File: src/rtl/tile_autotile_variant_select_core_defines.svh
// Assertion macros shared by the autotile variant selector RTL.
// Depends on a clock named i_clk and an active-low reset named i_rst_n in the including module.
`ifndef TILE_AUTOTILE_VARIANT_SELECT_CORE_DEFINES_SVH
`define TILE_AUTOTILE_VARIANT_SELECT_CORE_DEFINES_SVH

// Same-cycle implication, checked only outside reset.
`define TAVS_ASSERT_NOW(lbl, ante, cons) \
    lbl: assert property (@(posedge i_clk) disable iff (!i_rst_n) (ante) |-> (cons)) \
        else $error("tavs assertion failed");

// Next-cycle implication, checked only outside reset.
`define TAVS_ASSERT_NEXT(lbl, ante, cons) \
    lbl: assert property (@(posedge i_clk) disable iff (!i_rst_n) (ante) |=> (cons)) \
        else $error("tavs assertion failed");

`endif

File: src/rtl/tavs_pkg.sv
// Types, codes and lookup tables for the autotile variant selector.
// No dependencies; used by every module of the block.
`default_nettype none

package tavs_pkg;

    localparam int ID_BITS_DEFAULT = 16;
    localparam int NB_COUNT        = 8;

    // Neighbour positions within the masks.
    localparam int NB_TL = 0;
    localparam int NB_T  = 1;
    localparam int NB_TR = 2;
    localparam int NB_L  = 3;
    localparam int NB_R  = 4;
    localparam int NB_BL = 5;
    localparam int NB_B  = 6;
    localparam int NB_BR = 7;

    localparam logic [2:0] MODE_EDGE8  = 3'd0;
    localparam logic [2:0] MODE_OUTER4 = 3'd1;
    localparam logic [2:0] MODE_VERT   = 3'd2;
    localparam logic [2:0] MODE_HORIZ  = 3'd3;
    localparam logic [2:0] MODE_CLING  = 3'd4;
    localparam logic [2:0] MODE_CLING2 = 3'd5;
    localparam logic [2:0] MODE_RANDOM = 3'd6;
    localparam logic [2:0] MODE_NONE   = 3'd7;

    localparam int         CFG_IDX_BITS = 1;
    localparam int         CFG_DATA_BITS = 16;
    localparam logic [0:0] CFG_RAISED_A = 1'b0;
    localparam logic [0:0] CFG_RAISED_B = 1'b1;

    typedef struct packed {
        logic [2:0]  mode;
        logic [15:0] self_id;
        logic [7:0]  in_map_mask;
        logic [7:0]  glue_mask;
        logic [63:0] upper_ids;
        logic [63:0] lower_ids;
        logic        self_flipped;
        logic        self_enabled;
        logic [1:0]  random_pick;
    } t_in_item;

    typedef struct packed {
        logic [2:0] cell_column;
        logic [2:0] cell_row;
        logic       handled;
    } t_out_item;

    // What the lanes hand to the merge stage.
    typedef struct packed {
        logic [2:0] mode;
        logic [7:0] link;
        logic       flipped;
        logic       raised;
        logic [1:0] pick;
    } t_stage;

    localparam logic [5:0] OUTER_CELL [16] = '{
        6'd12, 6'd11, 6'd15, 6'd8, 6'd14, 6'd7, 6'd13, 6'd2,
        6'd10, 6'd9,  6'd6,  6'd4, 6'd5,  6'd3, 6'd1,  6'd0
    };

    // Blob mask to cell (row * 8 + column); masks that cannot occur give cell 0.
    function automatic logic [5:0] blob_cell(input logic [7:0] m);
        logic [5:0] c;
        case (m)
            8'd0:    c = 6'd12;
            8'd2:    c = 6'd11;
            8'd8:    c = 6'd30;
            8'd10:   c = 6'd44;
            8'd11:   c = 6'd8;
            8'd16:   c = 6'd29;
            8'd18:   c = 6'd43;
            8'd22:   c = 6'd7;
            8'd24:   c = 6'd28;
            8'd26:   c = 6'd42;
            8'd27:   c = 6'd41;
            8'd30:   c = 6'd40;
            8'd31:   c = 6'd2;
            8'd64:   c = 6'd10;
            8'd66:   c = 6'd9;
            8'd72:   c = 6'd46;
            8'd74:   c = 6'd36;
            8'd75:   c = 6'd35;
            8'd80:   c = 6'd45;
            8'd82:   c = 6'd33;
            8'd86:   c = 6'd32;
            8'd88:   c = 6'd39;
            8'd90:   c = 6'd27;
            8'd91:   c = 6'd23;
            8'd94:   c = 6'd24;
            8'd95:   c = 6'd18;
            8'd104:  c = 6'd6;
            8'd106:  c = 6'd34;
            8'd107:  c = 6'd4;
            8'd120:  c = 6'd38;
            8'd122:  c = 6'd25;
            8'd123:  c = 6'd20;
            8'd126:  c = 6'd21;
            8'd127:  c = 6'd16;
            8'd208:  c = 6'd5;
            8'd210:  c = 6'd31;
            8'd214:  c = 6'd3;
            8'd216:  c = 6'd37;
            8'd218:  c = 6'd26;
            8'd219:  c = 6'd22;
            8'd222:  c = 6'd19;
            8'd223:  c = 6'd15;
            8'd248:  c = 6'd1;
            8'd250:  c = 6'd17;
            8'd251:  c = 6'd14;
            8'd254:  c = 6'd13;
            default: c = 6'd0;
        endcase
        return c;
    endfunction

endpackage

`default_nettype wire

File: src/rtl/tavs_lane.sv
// One neighbour lane: decides whether a neighbour connects under the current mode.
// Depends on tavs_pkg for the mode codes.
`default_nettype none

module tavs_lane #(
    parameter int ID_BITS = tavs_pkg::ID_BITS_DEFAULT
) (
    input  wire logic [2:0]         i_mode,
    input  wire logic               i_in_map,
    input  wire logic               i_glue,
    input  wire logic [ID_BITS-1:0] i_id,
    input  wire logic [ID_BITS-1:0] i_self_id,
    output logic                    o_link
);
    import tavs_pkg::*;

    logic w_nonzero;
    logic w_same;

    assign w_nonzero = (i_id != '0);
    assign w_same    = (i_id == i_self_id);

    always_comb begin
        // A neighbour outside the map always counts as connected.
        if (!i_in_map) begin
            o_link = 1'b1;
        end else begin
            case (i_mode)
                MODE_CLING2: o_link = w_nonzero;
                MODE_CLING:  o_link = w_nonzero && (!w_same || i_glue);
                default:     o_link = w_same || i_glue;
            endcase
        end
    end

endmodule

`default_nettype wire

File: src/rtl/tavs_merge.sv
// Merge stage: combines the eight lane link bits into a sprite-sheet cell per mode.
// Depends on tavs_pkg for the stage and result types, mode codes and tables.
`default_nettype none

module tavs_merge (
    input  wire tavs_pkg::t_stage i_stage,
    output tavs_pkg::t_out_item   o_item
);
    import tavs_pkg::*;

    logic [7:0] w_c;
    logic [7:0] w_blob;
    logic [5:0] w_blob_cell;
    logic [5:0] w_outer_cell;
    logic [3:0] w_outer_idx;
    logic       w_t, w_l, w_r, w_b;

    assign w_c = i_stage.link;
    assign w_t = w_c[NB_T];
    assign w_l = w_c[NB_L];
    assign w_r = w_c[NB_R];
    assign w_b = w_c[NB_B];

    // A diagonal counts only when both edges beside it connect.
    always_comb begin
        w_blob         = w_c;
        w_blob[NB_TL]  = w_c[NB_TL] && w_l && w_t;
        w_blob[NB_BL]  = w_c[NB_BL] && w_l && w_b;
        w_blob[NB_TR]  = w_c[NB_TR] && w_r && w_t;
        w_blob[NB_BR]  = w_c[NB_BR] && w_r && w_b;
    end

    assign w_blob_cell  = blob_cell(w_blob);
    assign w_outer_idx  = {w_b, w_r, w_l, w_t};
    assign w_outer_cell = OUTER_CELL[w_outer_idx];

    always_comb begin
        o_item.cell_column = 3'd0;
        o_item.cell_row    = 3'd0;
        o_item.handled     = 1'b1;
        case (i_stage.mode)
            MODE_EDGE8: begin
                o_item.cell_column = w_blob_cell[2:0];
                o_item.cell_row    = w_blob_cell[5:3];
            end
            MODE_OUTER4: begin
                o_item.cell_column = w_outer_cell[2:0];
                o_item.cell_row    = w_outer_cell[5:3] + (i_stage.raised ? 3'd2 : 3'd0);
            end
            MODE_VERT: begin
                if (w_t && w_b)  o_item.cell_column = 3'd1;
                else if (w_t)    o_item.cell_column = 3'd0;
                else if (w_b)    o_item.cell_column = 3'd2;
                else             o_item.cell_column = 3'd3;
            end
            MODE_HORIZ: begin
                if (w_l && w_r)  o_item.cell_column = 3'd1;
                else if (w_r)    o_item.cell_column = i_stage.flipped ? 3'd2 : 3'd0;
                else if (w_l)    o_item.cell_column = i_stage.flipped ? 3'd0 : 3'd2;
                else             o_item.cell_column = 3'd3;
            end
            MODE_CLING: begin
                if (w_b)         o_item.cell_column = 3'd3;
                else if (w_t)    o_item.cell_column = 3'd1;
                else if (w_r)    o_item.cell_column = 3'd2;
                else if (w_l)    o_item.cell_column = 3'd0;
                else             o_item.cell_column = 3'd4;
            end
            MODE_CLING2: begin
                if (w_t && !w_b)      o_item.cell_column = 3'd1;
                else if (w_t || w_b)  o_item.cell_column = 3'd3;
                else if (w_r)         o_item.cell_column = 3'd2;
                else if (w_l)         o_item.cell_column = 3'd0;
                else                  o_item.cell_column = 3'd3;
            end
            MODE_RANDOM: begin
                o_item.cell_column = {1'b0, i_stage.pick};
            end
            default: begin
                o_item.handled = 1'b0;
            end
        endcase
    end

endmodule

`default_nettype wire

File: src/rtl/tile_autotile_variant_select_core.sv
// Top level of the autotile variant selector: eight neighbour lanes, a merge stage,
// configuration registers and the handshake pipeline. Depends on tavs_pkg, tavs_lane,
// tavs_merge and the assertion macro header.
//
//  Channel  | Direction | Handshake                 | Payload
//  ---------+-----------+---------------------------+-----------------------
//  in       | to core   | i_in_valid / o_in_stall   | i_in_data (t_in_item)
//  out      | from core | o_out_valid / i_out_stall | o_out_data (t_out_item)
//  cfg      | to core   | i_cfg_we                  | i_cfg_index, i_cfg_data
//
// One tile is accepted per clock while o_in_stall is low.
// The lanes feed a stage register, and the merge stage feeds the output register.
// An empty stage register takes a new beat while a finished result waits on a stalled
// output, so two beats are held before the input stalls.
// Reset is synchronous and clears the valid flags and both raised-id registers.
`default_nettype none
`include "tile_autotile_variant_select_core_defines.svh"

module tile_autotile_variant_select_core #(
    parameter int ID_BITS = tavs_pkg::ID_BITS_DEFAULT
) (
    input  wire logic                                 i_clk,
    input  wire logic                                 i_rst_n,
    input  wire logic                                 i_in_valid,
    output logic                                      o_in_stall,
    input  wire tavs_pkg::t_in_item                   i_in_data,
    output logic                                      o_out_valid,
    input  wire logic                                 i_out_stall,
    output tavs_pkg::t_out_item                       o_out_data,
    input  wire logic                                 i_cfg_we,
    input  wire logic [tavs_pkg::CFG_IDX_BITS-1:0]    i_cfg_index,
    input  wire logic [tavs_pkg::CFG_DATA_BITS-1:0]   i_cfg_data
);
    import tavs_pkg::*;

    logic [ID_BITS-1:0] r_raised_a;
    logic [ID_BITS-1:0] r_raised_b;

    logic [NB_COUNT-1:0] w_link;
    logic [ID_BITS-1:0]  w_self;
    t_stage              n_stage;
    t_stage              r_stage;
    logic                r_s1_valid;
    logic                n_s1_valid;
    t_out_item           w_merged;
    t_out_item           r_out;
    logic                r_out_valid;
    logic                n_out_valid;
    logic                w_out_ready;
    logic                w_s1_adv;
    logic                w_in_accept;

    assign w_self = i_in_data.self_id[ID_BITS-1:0];

    for (genvar k = 0; k < NB_COUNT; k++) begin : g_lane
        logic [15:0] w_id;
        if (k < 4) begin : g_up
            assign w_id = i_in_data.upper_ids[16*k +: 16];
        end else begin : g_lo
            assign w_id = i_in_data.lower_ids[16*(k-4) +: 16];
        end
        tavs_lane #(
            .ID_BITS (ID_BITS)
        ) u_lane (
            .i_mode    (i_in_data.mode),
            .i_in_map  (i_in_data.in_map_mask[k]),
            .i_glue    (i_in_data.glue_mask[k]),
            .i_id      (w_id[ID_BITS-1:0]),
            .i_self_id (w_self),
            .o_link    (w_link[k])
        );
    end

    always_comb begin
        n_stage.mode    = i_in_data.mode;
        n_stage.link    = w_link;
        n_stage.flipped = i_in_data.self_flipped;
        n_stage.raised  = i_in_data.self_enabled &&
                          ((w_self == r_raised_a) || (w_self == r_raised_b));
        n_stage.pick    = i_in_data.random_pick;
    end

    tavs_merge u_merge (
        .i_stage (r_stage),
        .o_item  (w_merged)
    );

    // Handshake: the output register frees when empty or taken; the stage register
    // frees when empty or when it moves forward.
    assign w_out_ready = !r_out_valid || !i_out_stall;
    assign w_s1_adv    = r_s1_valid && w_out_ready;
    assign o_in_stall  = r_s1_valid && !w_out_ready;
    assign w_in_accept = i_in_valid && !o_in_stall;

    always_comb begin
        n_s1_valid = r_s1_valid;
        if (w_in_accept)   n_s1_valid = 1'b1;
        else if (w_s1_adv) n_s1_valid = 1'b0;

        n_out_valid = r_out_valid;
        if (w_s1_adv)         n_out_valid = 1'b1;
        else if (w_out_ready) n_out_valid = 1'b0;
    end

    always_ff @(posedge i_clk) begin
        if (!i_rst_n) begin
            r_s1_valid  <= 1'b0;
            r_out_valid <= 1'b0;
        end else begin
            r_s1_valid  <= n_s1_valid;
            r_out_valid <= n_out_valid;
        end
    end

    always_ff @(posedge i_clk) begin
        if (w_in_accept) r_stage <= n_stage;
        if (w_s1_adv)    r_out   <= w_merged;
    end

    always_ff @(posedge i_clk) begin
        if (!i_rst_n) begin
            r_raised_a <= '0;
            r_raised_b <= '0;
        end else if (i_cfg_we) begin
            case (i_cfg_index)
                CFG_RAISED_A: r_raised_a <= i_cfg_data[ID_BITS-1:0];
                CFG_RAISED_B: r_raised_b <= i_cfg_data[ID_BITS-1:0];
                default: ;
            endcase
        end
    end

    assign o_out_valid = r_out_valid;
    assign o_out_data  = r_out;

    `TAVS_ASSERT_NOW(a_none_is_zero, o_out_valid && !o_out_data.handled, o_out_data.cell_column == 3'd0 && o_out_data.cell_row == 3'd0)
    `TAVS_ASSERT_NOW(a_row_range, o_out_valid, o_out_data.cell_row <= 3'd5)
    `TAVS_ASSERT_NEXT(a_stage_held, r_s1_valid && o_in_stall, r_s1_valid)
    `TAVS_ASSERT_NOW(a_no_overrun, w_in_accept, !(r_s1_valid && r_out_valid && i_out_stall))

endmodule

`default_nettype wire
File: config.mk
export PLATFORM = sky130hd
export DESIGN_NAME = tile_autotile_variant_select_core
export DESIGN_NICKNAME = d
export VERILOG_FILES = /design/src/rtl/tavs_pkg.sv /design/src/rtl/tavs_lane.sv /design/src/rtl/tavs_merge.sv /design/src/rtl/tile_autotile_variant_select_core.sv
export VERILOG_INCLUDE_DIRS = /design/src /design/src/rtl
export SDC_FILE = /design/constraint.sdc
export NUM_CORES = 1
export LEC_CHECK = 0
export BUFFER_PORTS_ARGS = -buffer_cell sky130_fd_sc_hd__buf_2
export CORE_UTILIZATION = 45
export DETAILED_ROUTE_END_ITERATION = 10
export PLACE_DENSITY = 0.73
export SYNTH_ARGS = -nofsm -noshare
export SYNTH_HDL_FRONTEND = slang
export SYNTH_SLANG_ARGS = --single-unit
File: constraint.sdc
create_clock -name i_clk -period 5.25 [get_ports i_clk]
set_input_delay 0.7875 -clock i_clk [delete_from_list [all_inputs] [get_ports i_clk]]
set_output_delay 0.7875 -clock i_clk [all_outputs]
set_load 0.1 [all_outputs]
==> results.sh, run 1 <==
export IMPL_drv_slew=0
export IMPL_gp_routability_congestion=0.953
export IMPL_worstMarginPinSlew_ps=1090
export IMPL_grt_max_degree=35
export IMPL_power_density_mw_per_mm2=195
export IMPL_htree_levels=2
export IMPL_swShare=0.327
export IMPL_grt_pass1_wl_um=27700
export IMPL_clk_insertion_delay_late_ps=300
export IMPL_yosysSeqAreaShare=0.243
export IMPL_drtPass1Iterations=5
export IMPL_power_frac_seq=0.392
export IMPL_switchingPower_w=0.000419
export IMPL_place_area_mm2=0.00639
export IMPL_crit_type="reg -> reg"
export IMPL_syn_num_nets=859
export IMPL_tritoncts="done"
export IMPL_grt_usage=0.279
export IMPL_skew_ps=5.45
export IMPL_portBuffers=197
export IMPL_cp_arrival_ps=2970
export IMPL_start_util=0.460
export IMPL_routed_wl_um=17800
export IMPL_antenna_found_initial=4
export IMPL_yosysWarningCount=0
export IMPL_cp_max_fo=21
export IMPL_peakVddDrop_uv=110
export IMPL_syn_area_mm2=0.00552
export IMPL_area_delta_synth_final_pct=18.7
export IMPL_outcome="finished, final reports clean"
export IMPL_cts_inserted_buffers=5
export IMPL_dp_worst_setup_slack_ps=2560
export IMPL_die_y_um=113
export IMPL_die_w_um=113
export IMPL_die_area_mm2=0.0127
export IMPL_detail_route_antenna_nets=0
export IMPL_core_rowCount=40
export IMPL_drt_vias_per_instance=5.83
export IMPL_hold_buffers=0
export IMPL_num_vias=5644
export IMPL_worstPathRequired_ps=5400
export IMPL_yosysUniqueCellTypes=60
export IMPL_wire_per_inst_um=18.4
export IMPL_cp_end_kind="flip-flop"
export IMPL_core_area_mm2=0.0120
export IMPL_gr_total_overflow=0
export IMPL_path_clk_slew_ps=80
export IMPL_final_area_mm2=0.00656
export IMPL_synth_main_ff_cell="dfxtp_1"
export IMPL_setup_viol=0
export IMPL_drc_errors=0
export IMPL_fin_crit_sh=0.536
export IMPL_cts_max_path_buffers=2
export IMPL_power_internal_w=0.000860
export IMPL_clock_sinks=56
export IMPL_syn_area_per_cell_um2=8.38
export IMPL_drive_gt1_frac=0.271
export IMPL_place_hpwl_um=13600
export IMPL_cts_root_buf="clkbuf_16"
export IMPL_cts_setup_buffers=0
export IMPL_ys_ff_latch=56
export IMPL_hp_class="reg -> reg"
export IMPL_setup_tns_ps=0
export IMPL_fin_nets=1017
export IMPL_cts_resized_gates=0
export IMPL_setup_slack_ps=2440
export IMPL_period_minus_slack_ps=2810
export IMPL_async_flop_share=0
export IMPL_synth_edff_count=22
export IMPL_grt_pass1_vias=5462
export IMPL_clock_power_share=0.294
export IMPL_postSynthCellCount=659
export IMPL_combPwrFrac=0.314
export IMPL_crit_path_start_kind="flip-flop"
export IMPL_power_leakage_nw=2.51
export IMPL_pin_count=198
export IMPL_hold_viol=0
export IMPL_initialDrtViolationCount=290
export IMPL_rsz0062_at_grt="no"
export IMPL_relSlewSlack=0.268
export IMPL_fmax_ghz=0.356
export IMPL_max_cap_violations=0
## through the flow
stage	utilization	power, W	instances	hold WS, ps
6_report	0.546	0.00128	968	470
5_1_grt	0.546	0.00134	967	495
3_3_place_gp	0.532	0.000902	957	455
3_5_place_dp	0.532	0.000906	957	460
2_1_floorplan	-	0.000765	659	447
4_1_cts	0.545	0.00128	965	470
## cell families after synthesis
group | count (synthesis) | synth area share
AND/OR/NAND/NOR | 251 | 0.244
multiplexers | 10 | 0.0227
adder cells (fa/ha/maj) | 11 | 0.0249
buffers and inverters | 64 | 0.0689
AO/OA/AOI/OAI | 107 | 0.143
flip-flops | 56 | 0.243
XOR/XNOR | 160 | 0.254
## cells in the final DEF, fill, tap and decap left out, types with 9 or more instances in the layout
cell type / synthesis / layout
nor2b_1: 9 / 9
ha_1: 11 / 11
dfxtp_1: 34 / 34
nand2b_1: 11 / 11
a21boi_0: 24 / 24
nor4_1: 34 / 34
a21oi_1: 14 / 14
edfxtp_1: 22 / 22
buf_2: 10 / 197
a21boi_1: 10 / 10
inv_1: 14 / 14
xnor2_1: 128 / 128
nor2_1: 22 / 22
nor3_1: 14 / 14
xor2_1: 32 / 32
nand4_1: 43 / 43
nand2_1: 85 / 85
## critical path, cell delays in order, from the launching register on
cell,delay (ps)
edfxtp_1,670
inv_1,280
ha_1,500
nor2_1,150
mux4_2,520
nor3b_1,300
a211oi_1,90
o22ai_1,160
## layout make-up
cell class	instances	area (um2)
clock buffer	7	154
clock inverter	1	8.76
multi-input combinational	539	3800
inverter	16	60.1
sequential	56	1340
fill	1170	5450
tap	147	184
antenna	3	7.51
timing repair buffer	199	1000
## cell usage after synthesis, types with 3 or more instances
| library cell | n | share of area |
|---|---|---|
| or3_1 | 3 | 0.0034 |
| and2_1 | 3 | 0.0034 |
| a21boi_1 | 10 | 0.014 |
| xnor2_1 | 128 | 0.20 |
| a21oi_1 | 14 | 0.013 |
| o211ai_1 | 4 | 0.0054 |
| o32a_1 | 8 | 0.014 |
| buf_6 | 15 | 0.031 |
| edfxtp_1 | 22 | 0.12 |
| mux2i_1 | 8 | 0.014 |
| nand2_1 | 85 | 0.058 |
| nor4_2 | 8 | 0.018 |
| nand3_1 | 6 | 0.0054 |
| o21ai_0 | 8 | 0.0072 |
| xor2_1 | 32 | 0.051 |
| clkbuf_1 | 19 | 0.013 |
| a21boi_0 | 24 | 0.033 |
| a31oi_1 | 3 | 0.0034 |
| a21o_1 | 3 | 0.0041 |
| nor2_1 | 22 | 0.015 |
| o31ai_1 | 3 | 0.0041 |
| nand4_1 | 43 | 0.049 |
| inv_1 | 14 | 0.0095 |
| nor3_1 | 14 | 0.013 |
| nor2b_1 | 9 | 0.010 |
| buf_4 | 4 | 0.0054 |
| o311a_1 | 3 | 0.0054 |
| a211oi_1 | 7 | 0.0095 |
| nor4_1 | 34 | 0.039 |
| buf_2 | 10 | 0.0091 |
| dfxtp_1 | 34 | 0.12 |
| ha_1 | 11 | 0.025 |
| nand2b_1 | 11 | 0.012 |
## routing by layer
layer | global-route usage | wire [um]
met5 | 0 | 11
met4 | 0.120 | 612
met3 | 0.0584 | 1430
met2 | 0.487 | 8730
met1 | 0.331 | 7010
## flip-flops by register name (all words and copies together) (netlist names)
register,count
r_s1_valid,1
o_out_data,7
r_raised_a,16
r_stage,15
o_out_valid,1
r_raised_b,16
## worst paths after layout
kind	start	to	slack (ps)	depth (start not counted)
hold / removal	r_raised_a[0]$_SDFFE_PN0P_	r_raised_a[0]$_SDFFE_PN0P_	470	2
hold reg to reg	r_raised_a[0]$_SDFFE_PN0P_	r_raised_a[0]$_SDFFE_PN0P_	470	2
setup reg to reg	r_stage[5]$_SDFFCE_PN1P_	o_out_data[5]$_DFFE_PP_	2440	7
setup / recovery	r_stage[5]$_SDFFCE_PN1P_	o_out_data[5]$_DFFE_PP_	2440	7
## power by group through the flow
stage	Clock, W	Sequential, W	Combinational, W
after floorplan	0	0.000516	0.000249
after global placement	0	0.000510	0.000393
after detailed placement	0	0.000510	0.000396
after CTS	0.000379	0.000500	0.000398
after global routing	0.000398	0.000504	0.000433
final	0.000377	0.000501	0.000401
Power figures use the tool's default switching activity.
==> run 2, diff against run 1 <==
--- a/config.mk
+++ b/config.mk
@@ -9,7 +9,7 @@
 export BUFFER_PORTS_ARGS = -buffer_cell sky130_fd_sc_hd__buf_2
 export CORE_UTILIZATION = 45
 export DETAILED_ROUTE_END_ITERATION = 10
-export PLACE_DENSITY = 0.73
+export PLACE_DENSITY = 0.76
 export SYNTH_ARGS = -nofsm -noshare
 export SYNTH_HDL_FRONTEND = slang
 export SYNTH_SLANG_ARGS = --single-unit
==> constraint.sdc (replaced) <==
create_clock -name i_clk -period 2.4 [get_ports i_clk]
set_input_delay 0.36 -clock i_clk [delete_from_list [all_inputs] [get_ports i_clk]]
set_output_delay 0.36 -clock i_clk [all_outputs]
set_load 0.1 [all_outputs]
==> run 2 against run 1 <==
  * Setup slack lost 2200 ps
  * Non-clock buffer count grew 11
  * Total power grew 110%
  * Maximum frequency grew 32%
  * Combinational power grew 130%
  * Final cell count grew 0.93%
  * Clock power grew 98%
  * Critical endpoint is now o_out_data[1]$_DFFE_PP_
==> results.sh, run 2 (synthesis results as in run 1) <==
export IMPL_outcome="finished, final reports clean"
export IMPL_detail_route_antenna_nets=0
export IMPL_clock_sinks=56
export IMPL_cp_max_fo=13
export IMPL_drc_errors=0
export IMPL_grt_usage=0.294
export IMPL_fin_nets=1028
export IMPL_portBuffers=197
export IMPL_die_w_um=113
export IMPL_final_cell_mix="197 x buf_2, 128 x xnor2_1, 85 x nand2_1"
export IMPL_r2r_start="r_stage[8]$_SDFFCE_PN1P_"
export IMPL_cpMaxStageDelayCell="edfxtp_1"
export IMPL_relSlewSlack=0.554
export IMPL_max_stage_delay_ps=630
export IMPL_grt_max_degree=35
export IMPL_period_minus_slack_ps=2130
export IMPL_cp_arrival_ps=2150
export IMPL_max_cap_violations=0
export IMPL_power_density_mw_per_mm2=414
export IMPL_cts_max_path_buffers=2
export IMPL_wire_per_inst_um=18.9
export IMPL_cts_root_buf="clkbuf_16"
export IMPL_fin_crit_sh=0.888
export IMPL_hold_viol=0
export IMPL_htree_levels=2
export IMPL_reg_top3="r_raised_a: 16 flops, r_raised_b: 16 flops, r_stage: 15 flops"
export IMPL_cp_end_kind="flip-flop"
export IMPL_min_from="i_in_data[0]"
export IMPL_clk_insertion_delay_late_ps=300
export IMPL_setup_viol=0
export IMPL_gr_total_overflow=0
export IMPL_setup_slack_ps=268
export IMPL_setup_tns_ps=0
export IMPL_gp_routability_congestion=1.01
export IMPL_grt_pass1_wl_um=28900
export IMPL_drt_vias_per_instance=5.84
export IMPL_start_util=0.460
export IMPL_peakVddDrop_uv=285
export IMPL_final_common_cell="buf_2"
export IMPL_num_vias=5708
export IMPL_cts_resized_gates=0
export IMPL_cts_setup_buffers=0
export IMPL_cts_inserted_buffers=5
export IMPL_tritoncts="done"
export IMPL_dp_worst_setup_slack_ps=333
export IMPL_worstMarginPinSlew_ps=669
export IMPL_place_hpwl_um=14400
export IMPL_area_delta_synth_final_pct=20.0
export IMPL_holdPathEnd="r_stage[0]$_DFFE_PP_"
export IMPL_crit_path_start_kind="flip-flop"
export IMPL_routed_wl_um=18500
export IMPL_worstPathRequired_ps=2420
export IMPL_core_rowCount=40
export IMPL_die_area_mm2=0.0127
export IMPL_path_clk_slew_ps=80
export IMPL_power_leakage_nw=2.56
export IMPL_hold_buffers=0
export IMPL_path_cells="buf_4, a21oi_1, a311o_1, a221oi_1, a32oi_1"
export IMPL_drive_gt1_frac=0.282
export IMPL_crit_type="reg -> reg"
export IMPL_hp_class="in -> reg"
export IMPL_critPathTopFamily="compound AO/OA/AOI/OAI gates"
export IMPL_whs_ps=233
export IMPL_rsz0062_at_grt="no"
export IMPL_regToRegEndpoint="o_out_data[1]$_DFFE_PP_"
export IMPL_fmax_ghz=0.469
export IMPL_drv_slew=0
export IMPL_skew_ps=5.14
export IMPL_antenna_found_initial=3
export IMPL_core_area_mm2=0.0120
export IMPL_drtPass1Iterations=5
export IMPL_whs_path_depth=1
export IMPL_pin_count=198
export IMPL_reg2regPathDepth=5
export IMPL_die_y_um=113
export IMPL_grt_pass1_vias=5638
export IMPL_critPathBufInv=1
export IMPL_regToRegSetupSlack_ps=270
export IMPL_initialDrtViolationCount=446
-- run 2: cell types whose count changed in the layout (fill, tap and decap cells not counted) --
| cell | change |
|---|---|
| clkbuf_16 | -1 |
| inv_6 | -1 |
| inv_4 | +1 |
| and3_1 | -1 |
| buf_4 | +10 |
| buf_12 | +1 |
| diode_2 | -2 |
| and3_2 | +1 |
| clkinv_4 | +1 |
-- run 2: cell type report --
type	count	area, um2
Antenna cell	1	2.50
Clock buffer	6	129
Clock inverter	2	15.0
Fill cell	1161	5380
Inverter	16	60.1
Multi-Input combinational cell	539	3800
Sequential cell	56	1340
Tap cell	147	184
Timing Repair Buffer	210	1100
-- run 2: how the worst max path moves through the flow --
stage | start | cells past startpoint | end
global placement | i_in_data[153] | 6 | r_stage[11]$_SDFFCE_PN1P_
finish | r_stage[8]$_SDFFCE_PN1P_ | 5 | o_out_data[1]$_DFFE_PP_
detailed placement | i_in_data[153] | 6 | r_stage[11]$_SDFFCE_PN1P_
floorplan | o_out_valid$_SDFFE_PN0P_ | 2 | r_stage[0]$_DFFE_PP_
CTS | r_stage[8]$_SDFFCE_PN1P_ | 5 | o_out_data[1]$_DFFE_PP_
global route | r_stage[7]$_SDFFCE_PN1P_ | 6 | o_out_data[1]$_DFFE_PP_
-- run 2: routing by layer --
| metal | track usage | vias to the layer above | wire length (um) |
|---|---|---|---|
| met2 | 0.498 | 305 | 8860 |
| met5 | 0 | - | 23 |
| met4 | 0.131 | 4 | 687 |
| met1 | 0.362 | 2643 | 7320 |
| met3 | 0.0562 | 65 | 1600 |
| li1 | - | 2691 | - |
-- run 2: stage by stage --
step	util	cell area (um2)	total power (W)	instances
2_1_floorplan	-	5530	0.00167	659
3_3_place_gp	0.540	6480	0.00200	968
3_5_place_dp	0.540	6480	0.00200	968
4_1_cts	0.552	6630	0.00274	976
5_1_grt	0.552	6630	0.00286	977
6_report	0.552	6630	0.00274	977
-- run 2: power by group --
group          internal [W]  total, W  leakage, nW  switching [W]
clock network      0.000391  0.000745       0.0714       0.000354
registers           0.00104   0.00108        0.480      0.0000427
logic              0.000401  0.000918         2.01       0.000517
-- run 2: worst reg2reg max path: cells and delay by family, from the launching register on --
kind                   cells  cell delay [ps]
flip-flops                 1              630
buffers and inverters      1              280
AO/OA/AOI/OAI              4              940
==> run 3, diff against run 2 <==
--- a/config.mk
+++ b/config.mk
@@ -6,7 +6,7 @@
 export SDC_FILE = /design/constraint.sdc
 export NUM_CORES = 1
 export LEC_CHECK = 0
-export BUFFER_PORTS_ARGS = -buffer_cell sky130_fd_sc_hd__buf_2
+export BUFFER_PORTS_ARGS = -buffer_cell sky130_fd_sc_hd__buf_4
 export CORE_UTILIZATION = 45
 export DETAILED_ROUTE_END_ITERATION = 10
 export PLACE_DENSITY = 0.76
==> run 3 against run 2 <==
  * Final cell count is 0.61% higher
  * Setup slack better by 8.1 ps
  * First-iteration DRC count is 11% lower
  * Global-route usage is 2.3 points higher
  * Clock skew is 0.50 ps higher
  * Maximum frequency is 0.38% higher
  * Largest cell class unchanged
  * Count of clock-buffer cells in the layout is 1 higher
  * Sequential share of layout area is 1.5 points lower
  * Critical path type unchanged
  * Wire length is 8.0% higher
  * Total power is 6.1% higher
  * Largest power group unchanged
==> results.sh, run 3 (synthesis results as in run 1) <==
export IMPL_outcome="finished, final reports clean"
export IMPL_setup_tns_ps=0
export IMPL_cpMaxStageDelayCell="mux4_2"
export IMPL_grt_pass1_vias=5985
export IMPL_detail_route_antenna_nets=0
export IMPL_holdPathEnd="r_stage[1]$_DFFE_PP_"
export IMPL_initialDrtViolationCount=396
export IMPL_reg2regPathDepth=8
export IMPL_reg_top3="r_raised_a: 16 flops, r_raised_b: 16 flops, r_stage: 15 flops"
export IMPL_cp_arrival_ps=2260
export IMPL_core_area_mm2=0.0120
export IMPL_cts_setup_buffers=0
export IMPL_grt_pass1_wl_um=30800
export IMPL_relSlewSlack=0.568
export IMPL_met1_length_um=7870
export IMPL_drtPass1Iterations=6
export IMPL_worstMarginPinSlew_ps=648
export IMPL_portBuffers=197
export IMPL_max_cap_violations=0
export IMPL_period_minus_slack_ps=2120
export IMPL_tritoncts="done"
export IMPL_die_area_mm2=0.0127
export IMPL_whs_path_depth=1
export IMPL_met3_length_um=1430
export IMPL_die_w_um=113
export IMPL_skew_ps=5.64
export IMPL_cp_end_kind="flip-flop"
export IMPL_diodes=0
export IMPL_critPathTopFamily="multiplexers"
export IMPL_worstSetupPathDepth=8
export IMPL_routed_wl_um=20000
export IMPL_gr_total_overflow=0
export IMPL_num_vias=5734
export IMPL_regToRegSetupSlack_ps=280
export IMPL_hold_buffers=0
export IMPL_cts_max_path_buffers=2
export IMPL_fin_nets=1035
export IMPL_power_density_mw_per_mm2=405
export IMPL_crit_path_start_kind="flip-flop"
export IMPL_fmax_ghz=0.471
export IMPL_grt_max_degree=35
export IMPL_clk_insertion_delay_late_ps=300
export IMPL_antenna_found_initial=0
export IMPL_pin_count=198
export IMPL_min_from="i_in_data[1]"
export IMPL_power_leakage_nw=2.76
export IMPL_htree_levels=2
export IMPL_drv_slew=0
export IMPL_core_rowCount=40
export IMPL_whs_ps=236
export IMPL_hold_viol=0
export IMPL_cts_inserted_buffers=5
export IMPL_final_cell_mix="217 x buf_4, 128 x xnor2_1, 85 x nand2_1"
export IMPL_peakVddDrop_uv=293
export IMPL_max_stage_delay_ps=470
export IMPL_setup_viol=0
export IMPL_clock_sinks=56
export IMPL_hp_class="in -> reg"
export IMPL_crit_type="reg -> reg"
export IMPL_cts_root_buf="clkbuf_16"
export IMPL_critPathBufInv=2
export IMPL_regToRegEndpoint="o_out_data[5]$_DFFE_PP_"
export IMPL_wl_met2_um=9790
export IMPL_grt_usage=0.316
export IMPL_final_common_cell="buf_4"
export IMPL_gp_routability_congestion=0.995
export IMPL_drc_errors=0
export IMPL_r2r_start="r_stage[5]$_SDFFCE_PN1P_"
export IMPL_fin_crit_sh=0.885
export IMPL_drt_vias_per_instance=5.83
export IMPL_path_cells="inv_1, ha_1, buf_4, nor2_1, mux4_2, nor3b_1, a211oi_1, o22ai_1"
export IMPL_cts_resized_gates=0
export IMPL_die_y_um=113
export IMPL_fillCellCount=1089
export IMPL_path_clk_slew_ps=70
export IMPL_power_total_w=0.00291
export IMPL_wire_per_inst_um=20.3
export IMPL_rsz0062_at_grt="no"
export IMPL_place_hpwl_um=15900
export IMPL_cp_max_fo=8
export IMPL_start_util=0.460
export IMPL_drive_gt1_frac=0.288
export IMPL_routed_top_layer="met4"
export IMPL_worstPathRequired_ps=2540
export IMPL_area_delta_synth_final_pct=30.0
## run 3: changes by cell type in the layout (fill, tap and decap cells not counted)
cell / change
buf_12: -1
buf_2: -197
buf_4: +205
clkbuf_16: +1
clkinv_4: -1
diode_2: -1
inv_4: -1
inv_6: +1
## run 3: where the power goes
| part | total (W) | internal, W | switching (W) | leakage [nW] |
|---|---|---|---|---|
| sequential | 0.00108 | 0.00104 | 0.0000410 | 0.480 |
| clock | 0.000801 | 0.000456 | 0.000345 | 0.0797 |
| combinational | 0.00103 | 0.000499 | 0.000533 | 2.20 |
## run 3: worst max path at each step
| stage | slack (ps) | to | startpoint |
|---|---|---|---|
| final | 280 | o_out_data[5]$_DFFE_PP_ | r_stage[5]$_SDFFCE_PN1P_ |
| after global routing | 90 | o_out_data[1]$_DFFE_PP_ | r_stage[7]$_SDFFCE_PN1P_ |
| after CTS | 290 | o_out_data[5]$_DFFE_PP_ | r_stage[5]$_SDFFCE_PN1P_ |
| after detailed placement | 320 | o_out_data[1]$_DFFE_PP_ | r_stage[7]$_SDFFCE_PN1P_ |
| after global placement | 320 | o_out_data[2]$_DFFE_PP_ | r_stage[5]$_SDFFCE_PN1P_ |
| after floorplan | 30 | r_stage[0]$_DFFE_PP_ | o_out_valid$_SDFFE_PN0P_ |
## run 3: cell type report
class / instances / area (um2) / area share
Sequential cell: 56 / 1340 / 0.187
Tap cell: 147 / 184 / 0.0256
Clock inverter: 1 / 8.76 / 0.00122
Multi-Input combinational cell: 539 / 3800 / 0.530
Clock buffer: 7 / 154 / 0.0214
Timing Repair Buffer: 217 / 1630 / 0.227
Inverter: 16 / 60.1 / 0.00836
## run 3: through the flow
stage,area [um2],cells,utilization,setup WS (ps)
2_1_floorplan,5530,659,-,26.4
3_3_place_gp,7020,975,0.584,318
3_5_place_dp,7020,975,0.584,321
4_1_cts,7180,983,0.598,293
5_1_grt,7180,983,0.598,87.3
6_report,7180,983,0.598,276
## run 3: layer usage
metal	vias up	track usage
met3	70	0.0670
met2	268	0.553
met1	2690	0.364
met4	0	0.162
met5	-	0
li1	2706	-
